File: config.mk
export PLATFORM = sky130hd
export DESIGN_NAME = audio_take_statistics
export DESIGN_NICKNAME = d
export VERILOG_FILES = /design/src/rtl/ats_pkg.sv /design/src/rtl/ats_accum.sv /design/src/rtl/ats_divroot.sv /design/src/rtl/audio_take_statistics.sv
export SDC_FILE = /design/constraint.sdc
export NUM_CORES = 1
export LEC_CHECK = 0
export BUFFER_PORTS_ARGS = -buffer_cell sky130_fd_sc_hd__buf_2
export CORE_ASPECT_RATIO = 1.4
export CORE_UTILIZATION = 61
export CTS_CLUSTER_DIAMETER = 200
export DETAILED_ROUTE_END_ITERATION = 8
export PLACE_DENSITY = 0.79
export SLEW_MARGIN = 10
export SYNTH_ARGS = -nofsm -noshare
export SYNTH_HDL_FRONTEND = slang
export SYNTH_SLANG_ARGS = --single-unit
export TNS_END_PERCENT = 20
File: constraint.sdc
create_clock -name clk -period 14.85 [get_ports clk]
set_input_delay 0.7425 -clock clk [delete_from_list [all_inputs] [get_ports clk]]
set_output_delay 0.7425 -clock clk [all_outputs]
set_load 0.02 [all_outputs]
File: src/rtl/ats_pkg.sv
// ----------------------------------------------------------------------------
// ats_pkg
// Shared types and constants of the audio take statistics block.
// ----------------------------------------------------------------------------
package ats_pkg;

  localparam int MAX_SAMPLES = 65536;
  localparam int SMP_W       = 16;
  localparam int CNT_W       = 17;
  localparam int CROSS_W     = 16;
  localparam int SUM_W       = 47;
  localparam int SQ_W        = 2 * SMP_W;
  localparam int RMS_W       = 16;
  localparam int LIM_W       = 16;
  localparam int CFG_IDX_W   = 2;
  localparam int QUO_W       = 2 * RMS_W;
  localparam int UNIT_W      = CNT_W + 3;
  localparam int REM_W       = UNIT_W - 1;
  localparam int STEP_W      = 6;
  localparam int DIV_STEPS   = SUM_W;
  localparam int ROOT_STEPS  = RMS_W;

  localparam logic [CFG_IDX_W-1:0] REG_FLAT_SPAN   = CFG_IDX_W'(0);
  localparam logic [CFG_IDX_W-1:0] REG_SILENCE_RMS = CFG_IDX_W'(1);

  localparam logic       OP_ADD    = 1'b0;
  localparam logic       OP_FINISH = 1'b1;

  localparam logic [1:0] VERDICT_NO_DATA = 2'd0;
  localparam logic [1:0] VERDICT_FLAT    = 2'd1;
  localparam logic [1:0] VERDICT_SILENT  = 2'd2;
  localparam logic [1:0] VERDICT_ENERGY  = 2'd3;

  localparam logic [LIM_W-1:0] FLAT_SPAN_RESET   = LIM_W'(8);
  localparam logic [LIM_W-1:0] SILENCE_RMS_RESET = LIM_W'(30);

  localparam logic signed [SMP_W-1:0] MIN_RESET = 16'sh7fff;
  localparam logic signed [SMP_W-1:0] MAX_RESET = 16'sh8000;

  typedef struct packed {
    logic                    operation;
    logic signed [SMP_W-1:0] sample;
  } in_word_t;

  typedef struct packed {
    logic signed [SMP_W-1:0] min_value;
    logic signed [SMP_W-1:0] max_value;
    logic [RMS_W-1:0]        rms_level;
    logic [CROSS_W-1:0]      zero_crossings;
    logic [CNT_W-1:0]        sample_count;
    logic [1:0]              verdict;
    logic                    overflowed;
  } out_word_t;

  typedef struct packed {
    logic add;
    logic sq_add;
    logic clear;
  } acc_ctrl_t;

  typedef struct packed {
    logic signed [SMP_W-1:0] min_value;
    logic signed [SMP_W-1:0] max_value;
    logic [SUM_W-1:0]        square_sum;
    logic [CNT_W-1:0]        count;
    logic [CROSS_W-1:0]      crossings;
    logic                    overflow;
  } acc_stats_t;

endpackage

File: src/rtl/ats_accum.sv
// ----------------------------------------------------------------------------
// ats_accum
// Running min, max, sum of squares, count and zero crossings of one take.
// ----------------------------------------------------------------------------
module ats_accum (
  input  logic                          clk,
  input  logic                          rst_n,
  input  ats_pkg::acc_ctrl_t            ctrl,
  input  logic signed [ats_pkg::SMP_W-1:0] sample,
  output ats_pkg::acc_stats_t           stats
);
  import ats_pkg::*;

  localparam logic [CNT_W-1:0] MAX_CNT = CNT_W'(MAX_SAMPLES);

  logic signed [SMP_W-1:0] min_r, min_nxt;
  logic signed [SMP_W-1:0] max_r, max_nxt;
  logic [SUM_W-1:0]        sum_r, sum_nxt;
  logic [CNT_W-1:0]        cnt_r, cnt_nxt;
  logic [CROSS_W-1:0]      cross_r, cross_nxt;
  logic                    prev_neg_r, prev_neg_nxt;
  logic                    ovf_r, ovf_nxt;
  logic [SQ_W-1:0]         sq_r, sq_nxt;
  logic                    neg;
  logic [SMP_W-1:0]        mag;
  logic                    full;

  always_comb begin
    neg          = sample[SMP_W-1];
    mag          = neg ? SMP_W'(-sample) : SMP_W'(sample);
    full         = (cnt_r >= MAX_CNT);
    min_nxt      = min_r;
    max_nxt      = max_r;
    sum_nxt      = sum_r;
    cnt_nxt      = cnt_r;
    cross_nxt    = cross_r;
    prev_neg_nxt = prev_neg_r;
    ovf_nxt      = ovf_r;
    sq_nxt       = sq_r;
    if (ctrl.clear) begin
      min_nxt      = MIN_RESET;
      max_nxt      = MAX_RESET;
      sum_nxt      = '0;
      cnt_nxt      = '0;
      cross_nxt    = '0;
      prev_neg_nxt = 1'b0;
      ovf_nxt      = 1'b0;
    end else if (ctrl.add) begin
      if (full) begin
        ovf_nxt = 1'b1;
        sq_nxt  = '0;
      end else begin
        if (sample < min_r) begin
          min_nxt = sample;
        end
        if (sample > max_r) begin
          max_nxt = sample;
        end
        if ((cnt_r != '0) && (neg != prev_neg_r) && (cross_r != '1)) begin
          cross_nxt = cross_r + CROSS_W'(1);
        end
        prev_neg_nxt = neg;
        cnt_nxt      = cnt_r + CNT_W'(1);
        sq_nxt       = SQ_W'(mag) * SQ_W'(mag);
      end
    end else if (ctrl.sq_add) begin
      sum_nxt = sum_r + SUM_W'(sq_r);
    end
  end

  always_ff @(posedge clk) begin
    if (!rst_n) begin
      min_r      <= MIN_RESET;
      max_r      <= MAX_RESET;
      sum_r      <= '0;
      cnt_r      <= '0;
      cross_r    <= '0;
      prev_neg_r <= 1'b0;
      ovf_r      <= 1'b0;
    end else begin
      min_r      <= min_nxt;
      max_r      <= max_nxt;
      sum_r      <= sum_nxt;
      cnt_r      <= cnt_nxt;
      cross_r    <= cross_nxt;
      prev_neg_r <= prev_neg_nxt;
      ovf_r      <= ovf_nxt;
    end
  end

  always_ff @(posedge clk) begin
    sq_r <= sq_nxt;
  end

  assign stats.min_value  = min_r;
  assign stats.max_value  = max_r;
  assign stats.square_sum = sum_r;
  assign stats.count      = cnt_r;
  assign stats.crossings  = cross_r;
  assign stats.overflow   = ovf_r;

endmodule

File: src/rtl/ats_divroot.sv
// ----------------------------------------------------------------------------
// ats_divroot
// Iterative restoring divide then square root over one shared subtractor.
// ----------------------------------------------------------------------------
module ats_divroot (
  input  logic                        clk,
  input  logic                        rst_n,
  input  logic                        start,
  input  logic [ats_pkg::SUM_W-1:0]   dividend,
  input  logic [ats_pkg::CNT_W-1:0]   divisor,
  output logic                        done,
  output logic [ats_pkg::RMS_W-1:0]   root
);
  import ats_pkg::*;

  typedef enum logic [2:0] {
    DR_IDLE = 3'b001,
    DR_DIV  = 3'b010,
    DR_ROOT = 3'b100
  } dr_state_t;

  dr_state_t          state_r, state_nxt;
  logic [STEP_W-1:0]  step_r, step_nxt;
  logic [SUM_W-1:0]   num_r, num_nxt;
  logic [CNT_W-1:0]   den_r, den_nxt;
  logic [REM_W-1:0]   rem_r, rem_nxt;
  logic [RMS_W-1:0]   root_r, root_nxt;
  logic               done_r, done_nxt;
  logic [UNIT_W-1:0]  op_a, op_b;
  logic [UNIT_W:0]    diff;
  logic               fits;

  // shared subtract and compare
  always_comb begin
    op_a = '0;
    op_b = '0;
    if (state_r == DR_ROOT) begin
      op_a = {rem_r[REM_W-2:0], num_r[QUO_W-1 -: 2]};
      op_b = UNIT_W'({root_r, 2'b01});
    end else begin
      op_a = UNIT_W'({rem_r, num_r[SUM_W-1]});
      op_b = UNIT_W'(den_r);
    end
    diff = {1'b0, op_a} - {1'b0, op_b};
    fits = ~diff[UNIT_W];
  end

  always_comb begin
    state_nxt = state_r;
    step_nxt  = step_r;
    num_nxt   = num_r;
    den_nxt   = den_r;
    rem_nxt   = rem_r;
    root_nxt  = root_r;
    done_nxt  = 1'b0;
    unique case (state_r)
      DR_IDLE: begin
        if (start) begin
          num_nxt   = dividend;
          den_nxt   = divisor;
          rem_nxt   = '0;
          step_nxt  = STEP_W'(DIV_STEPS - 1);
          state_nxt = DR_DIV;
        end
      end
      DR_DIV: begin
        rem_nxt = fits ? REM_W'(diff) : REM_W'(op_a);
        num_nxt = {num_r[SUM_W-2:0], fits};
        if (step_r == '0) begin
          rem_nxt   = '0;
          root_nxt  = '0;
          step_nxt  = STEP_W'(ROOT_STEPS - 1);
          state_nxt = DR_ROOT;
        end else begin
          step_nxt = step_r - STEP_W'(1);
        end
      end
      DR_ROOT: begin
        rem_nxt  = fits ? REM_W'(diff) : REM_W'(op_a);
        root_nxt = {root_r[RMS_W-2:0], fits};
        num_nxt  = {num_r[SUM_W-3:0], 2'b00};
        if (step_r == '0) begin
          done_nxt  = 1'b1;
          state_nxt = DR_IDLE;
        end else begin
          step_nxt = step_r - STEP_W'(1);
        end
      end
      default: begin
        state_nxt = DR_IDLE;
      end
    endcase
  end

  always_ff @(posedge clk) begin
    if (!rst_n) begin
      state_r <= DR_IDLE;
      done_r  <= 1'b0;
    end else begin
      state_r <= state_nxt;
      done_r  <= done_nxt;
    end
  end

  always_ff @(posedge clk) begin
    step_r <= step_nxt;
    num_r  <= num_nxt;
    den_r  <= den_nxt;
    rem_r  <= rem_nxt;
    root_r <= root_nxt;
  end

  assign done = done_r;
  assign root = root_r;

endmodule

File: src/rtl/audio_take_statistics.sv
// ----------------------------------------------------------------------------
// audio_take_statistics
// Running statistics over one capture of signed 16-bit audio samples.
//
// in_word carries an operation and a sample. An add word updates min, max,
// sum of squares, sample count and zero crossings; its square is registered
// and then added into the 47-bit sum in ST_ACC. A finish word produces one
// out_word: the sum is divided by the count and the root taken on one shared
// subtractor, one bit per cycle (skipped for an empty take). out_valid rises
// when the report is loaded, and the next word can be taken in the same
// cycle. The take is cleared as the report is loaded. Add words give no
// out_word. Samples past 65536 are dropped and flagged. in_ready is low while
// a word is in progress. out_word sits in an output register; new words are
// taken while it waits, but the next finish holds until the receiver has
// taken the previous report.
// cfg_index 0 writes the flat span limit, 1 the silence rms limit; other
// indexes are ignored. cfg_ready is always high; write only while idle.
// Reset (rst_n low, synchronous) clears the take and loads limits 8 and 30.
// ----------------------------------------------------------------------------
module audio_take_statistics (
  input  logic                              clk,
  input  logic                              rst_n,
  input  logic                              in_valid,
  output logic                              in_ready,
  input  ats_pkg::in_word_t                 in_word,
  output logic                              out_valid,
  input  logic                              out_ready,
  output ats_pkg::out_word_t                out_word,
  input  logic                              cfg_valid,
  output logic                              cfg_ready,
  input  logic [ats_pkg::CFG_IDX_W-1:0]     cfg_index,
  input  logic [ats_pkg::LIM_W-1:0]         cfg_data
);
  import ats_pkg::*;

  typedef enum logic [3:0] {
    ST_IDLE = 4'b0001,
    ST_ACC  = 4'b0010,
    ST_CALC = 4'b0100,
    ST_DONE = 4'b1000
  } state_t;

  state_t                  state_r, state_nxt;
  logic [LIM_W-1:0]        flat_lim_r, silence_lim_r;
  out_word_t               out_word_r, out_word_nxt;
  logic                    out_valid_r, out_valid_nxt;
  acc_ctrl_t               acc_ctrl;
  acc_stats_t              stats;
  logic                    in_take;
  logic                    dr_start;
  logic                    dr_done;
  logic [RMS_W-1:0]        dr_root;
  logic [RMS_W-1:0]        rms;
  logic signed [SMP_W+1:0] span;
  logic [1:0]              verdict;
  logic                    out_free;

  assign in_ready  = (state_r == ST_IDLE);
  assign in_take   = in_valid && in_ready;
  assign cfg_ready = 1'b1;
  assign out_free  = !out_valid_r || out_ready;

  ats_accum u_accum (
    .clk    (clk),
    .rst_n  (rst_n),
    .ctrl   (acc_ctrl),
    .sample (in_word.sample),
    .stats  (stats)
  );

  ats_divroot u_divroot (
    .clk      (clk),
    .rst_n    (rst_n),
    .start    (dr_start),
    .dividend (stats.square_sum),
    .divisor  (stats.count),
    .done     (dr_done),
    .root     (dr_root)
  );

  // report fields
  always_comb begin
    rms  = (stats.count == '0) ? '0 : dr_root;
    span = (SMP_W+2)'(stats.max_value) - (SMP_W+2)'(stats.min_value);
    if (stats.count == '0) begin
      verdict = VERDICT_NO_DATA;
    end else if (span < $signed({2'b00, flat_lim_r})) begin
      verdict = VERDICT_FLAT;
    end else if (rms < silence_lim_r) begin
      verdict = VERDICT_SILENT;
    end else begin
      verdict = VERDICT_ENERGY;
    end
  end

  always_comb begin
    state_nxt       = state_r;
    out_word_nxt    = out_word_r;
    out_valid_nxt   = out_valid_r && !out_ready;
    acc_ctrl        = '0;
    dr_start        = 1'b0;
    unique case (state_r)
      ST_IDLE: begin
        if (in_take) begin
          if (in_word.operation == OP_ADD) begin
            acc_ctrl.add = 1'b1;
            state_nxt    = ST_ACC;
          end else if (stats.count == '0) begin
            state_nxt = ST_DONE;
          end else begin
            dr_start  = 1'b1;
            state_nxt = ST_CALC;
          end
        end
      end
      ST_ACC: begin
        acc_ctrl.sq_add = 1'b1;
        state_nxt       = ST_IDLE;
      end
      ST_CALC: begin
        if (dr_done) begin
          state_nxt = ST_DONE;
        end
      end
      ST_DONE: begin
        if (out_free) begin
          out_word_nxt.min_value      = stats.min_value;
          out_word_nxt.max_value      = stats.max_value;
          out_word_nxt.rms_level      = rms;
          out_word_nxt.zero_crossings = stats.crossings;
          out_word_nxt.sample_count   = stats.count;
          out_word_nxt.verdict        = verdict;
          out_word_nxt.overflowed     = stats.overflow;
          out_valid_nxt               = 1'b1;
          acc_ctrl.clear              = 1'b1;
          state_nxt                   = ST_IDLE;
        end
      end
      default: begin
        state_nxt = ST_IDLE;
      end
    endcase
  end

  always_ff @(posedge clk) begin
    if (!rst_n) begin
      state_r       <= ST_IDLE;
      out_valid_r   <= 1'b0;
      flat_lim_r    <= FLAT_SPAN_RESET;
      silence_lim_r <= SILENCE_RMS_RESET;
    end else begin
      state_r     <= state_nxt;
      out_valid_r <= out_valid_nxt;
      if (cfg_valid && cfg_ready) begin
        unique case (cfg_index)
          REG_FLAT_SPAN:   flat_lim_r    <= cfg_data;
          REG_SILENCE_RMS: silence_lim_r <= cfg_data;
          default: ;
        endcase
      end
    end
  end

  always_ff @(posedge clk) begin
    out_word_r <= out_word_nxt;
  end

  assign out_valid = out_valid_r;
  assign out_word  = out_word_r;

endmodule

==> results.yml <==
sta:
  hold_viol: 0
  skew_ps: 22.9
  fin_crit_sh_pct: 62.9
  slew_headroom_pct: 20.9
  fin_crit_ps: 9340
  slew_viol_final: 0
  tightestPinTransition_ps: 1190
  setup-tns-final_ps: 0
  final-setup-viol-count: 0
  rsz0062_at_grt: "no"
  fmax_mhz: 107
routing:
  vias_per_cell: 5.91
  routed_wl_um: 65000
  drcViolationCount: 0
  drtPass1Iterations: 6
  drt_iter0_drc: 1382
  avgRoutedWirePerCell_um: 18.8
  vias: 20500
  ant_nets: 0
clock_tree:
  cts-root-buf: "clkbuf_16"
  clock_path_buffers: 3
  clock_latency_ps: 550
  path_clk_slew_ps: 70
  ctsHoldBuffers: 0
  post_cts_resized: 0
  htree_levels: 2
  postCtsSetupBuffers: 0
  cts_sinks: 375
  cts_buffers: 35
  cts_tree: "yes"
critical_path:
  crit_path_end_kind: "flip-flop"
  critPathSlowestCell: "xor2_1"
  crit_type: "in2reg"
  cpPeakStageDelay_ps: 780
  cp_common_cell: "inv_1"
  start_kind: "input port"
  cp.required_ps: 15130
  crit_arrival_ps: 9620
  crit_fanout: 20
yosys:
  ys_ff_latch: 375
  ys_warn_count: 0
  synth-edff-count: 220
  postSynthAreaPerCell_um2: 9.48
  postSynthCellCount: 2789
  synth.distinct_cells: 76
  synth_ff_type: "edfxtp_1"
  seq_area_frac_synth_pct: 36.7
  synth_top_area_share_pct: 25.0
  synth_area_leaders: "edfxtp_1 (25%), fa_1 (13%), dfxtp_1 (12%), ha_1 (11%), nand2_1 (5.8%)"
  syn_area_um2: 26500
  synth-async-reset-ratio_pct: 0
  yosys.area.top_type: "edfxtp_1"
job:
  cap_violations: 0
layout:
  area_growth_pct: 9.54
  fin_util_pct: 68.3
  layoutNonFillerInstCount: 3466
  fin_nets: 3324
  fillCellCount: 3241
  layout-drive-gt1-share_pct: 8.33
power:
  seqPwrFrac_pct: 19.9
  clkPwrFrac_pct: 14.3
  p_int_mw: 3.73
  ir_drop_uv: 867
  static-leakage-power_nw: 13.1
  swShare_pct: 46.6
  combPwrFrac_pct: 65.8
  finalPower_mw: 6.99
  power.density_nw_per_um2: 241
  p_sw_mw: 3.26
die:
  dieHeight_um: 248
  ios: 127
  core_area_um2: 42400
  start_util_pct: 62.3
  die_w_um: 178
  dieArea_um2: 44200
  rows: 89
global_route:
  grt_max_degree: 85
  grt_antenna_before_repair: 3
  grt_util_all_layers_pct: 30.5
  grt_pass1_wl_um: 106000
  first_global_vias: 21100
  gr-total-overflow: 0
status:
  status: "finished clean"
placed_design:
  port_buffers: 125
  routabilityCongestion: 0.960
  place_hpwl_um: 49200
  dp.cells: 3397
hold_path:
  hold_class: "reg2reg"
[critical path, delay by kind of cell]
family	cells	cell delay (ps)
xor+xnor	1	780
fa+ha+maj	8	3750
mux	1	370
compound gates	9	1940
simple gates	2	370
buf+inv	10	1670
[path summary, 6_finish.rpt]
path,slack (ps),start,cells after the start,endpoint
hold / removal,450,u_accum.ovf_r,0,out_word[0]
hold reg to reg,450,u_accum.ovf_r,0,out_word[0]
setup / recovery,5510,in_word[0],31,u_accum.sq_r[29]
setup reg to reg,9490,u_accum.min_r[0],18,out_word[2]
[cell usage in the layout (no fill, tap or decap), types with 24 or more instances in the layout]
cell type,Yosys,routed
a21boi_0,34,34
a21o_1,43,43
a21oi_1,141,141
a22oi_1,42,42
and2_1,30,30
and3_1,35,35
buf_2,3,125
clkbuf_16,0,38
dfxtp_1,155,155
edfxtp_1,220,220
fa_1,167,167
ha_1,228,228
inv_1,326,325
mux2i_1,25,25
nand2_1,411,408
nand2b_1,26,26
nand3_1,54,54
nand4_1,28,28
nor2_1,225,224
nor2b_1,27,27
nor3_1,37,36
o21ai_0,76,76
o31ai_1,24,24
xnor2_1,70,70
xor2_1,57,57
[cell type report]
cell class              count  area, um^2  area share (%)
repair buffers            149         813            2.81
multi-input cells        1994       15200            52.5
clock buffers              43        1000            3.45
well taps                 546         683            2.36
inverters                 334        1250            4.33
clock inverters            21         287           0.989
flip-flops and latches    375        9710            33.5
diodes                      4        10.0          0.0345
[cells in the mapped netlist (24+ instances only)]
library cell  count
nand4_1          28
xor2_1           57
nor3_1           37
fa_1            167
nand2_1         411
nand3_1          54
mux2i_1          25
nor2_1          225
xnor2_1          70
nor2b_1          27
o21ai_0          76
a22oi_1          42
nand2b_1         26
o31ai_1          24
and3_1           35
ha_1            228
and2_1           30
dfxtp_1         155
a21o_1           43
inv_1           326
edfxtp_1        220
clkbuf_1         81
a21boi_0         34
a21oi_1         141
[registers in the layout, indices dropped and copies added (netlist names)]
signal,count
u_divroot.root,16
flat_lim_r,16
out_word,84
u_accum.cnt_r,17
u_accum.cross_r,16
silence_lim_r,16
u_accum.sq_r,31
u_divroot.rem_r,19
state_r,4
out_valid,1
u_divroot.step_r,6
u_divroot.den_r,17
u_accum.min_r,16
u_accum.sum_r,47
u_divroot.state_r,3
u_divroot.done,1
u_divroot.num_r,47
u_accum.prev_neg_r,1
u_accum.max_r,16
u_accum.ovf_r,1
[metal layers]
layer	global-route usage (%)	vias to the layer above	wire length (um)
li1	-	9701	-
met1	31.9	9931	23300
met2	55.7	627	34000
met3	3.71	234	2780
met4	22.3	0	4950
met5	0	-	0
[metrics by stage]
step | setup slack, ps | hold slack, ps | area, um^2
6_report | 5510 | 452 | 29000
3_5_place_dp | 5090 | 433 | 27700
2_1_floorplan | 6420 | 409 | 26500
5_1_grt | 4970 | 451 | 29000
3_3_place_gp | 5460 | 434 | 27700
4_1_cts | 5590 | 438 | 28900
[power by group through the flow]
stage / clock network (mW) / registers [mW] / logic [mW]
after floorplan: 0 / 1.40 / 3.29
after global placement: 0 / 1.41 / 4.40
after detailed placement: 0 / 1.41 / 4.54
after CTS: 1.01 / 1.39 / 4.58
after global routing: 1.04 / 1.39 / 5.20
final: 0.998 / 1.39 / 4.60
[kinds of logic after synthesis]
kind of cell             after synthesis  share of synthesized area (%)
AO/OA/AOI/OAI                        490                           12.2
XOR/XNOR                             127                           4.21
adder cells (fa/ha/maj)              395                           23.4
buffers and inverters                430                           6.17
flip-flops                           375                           36.7
multiplexers                          27                           1.03
other                                  2                         0.0284
AND/OR/NAND/NOR                      943                           16.2
Note: power is estimated with default switching activity, not from simulation.
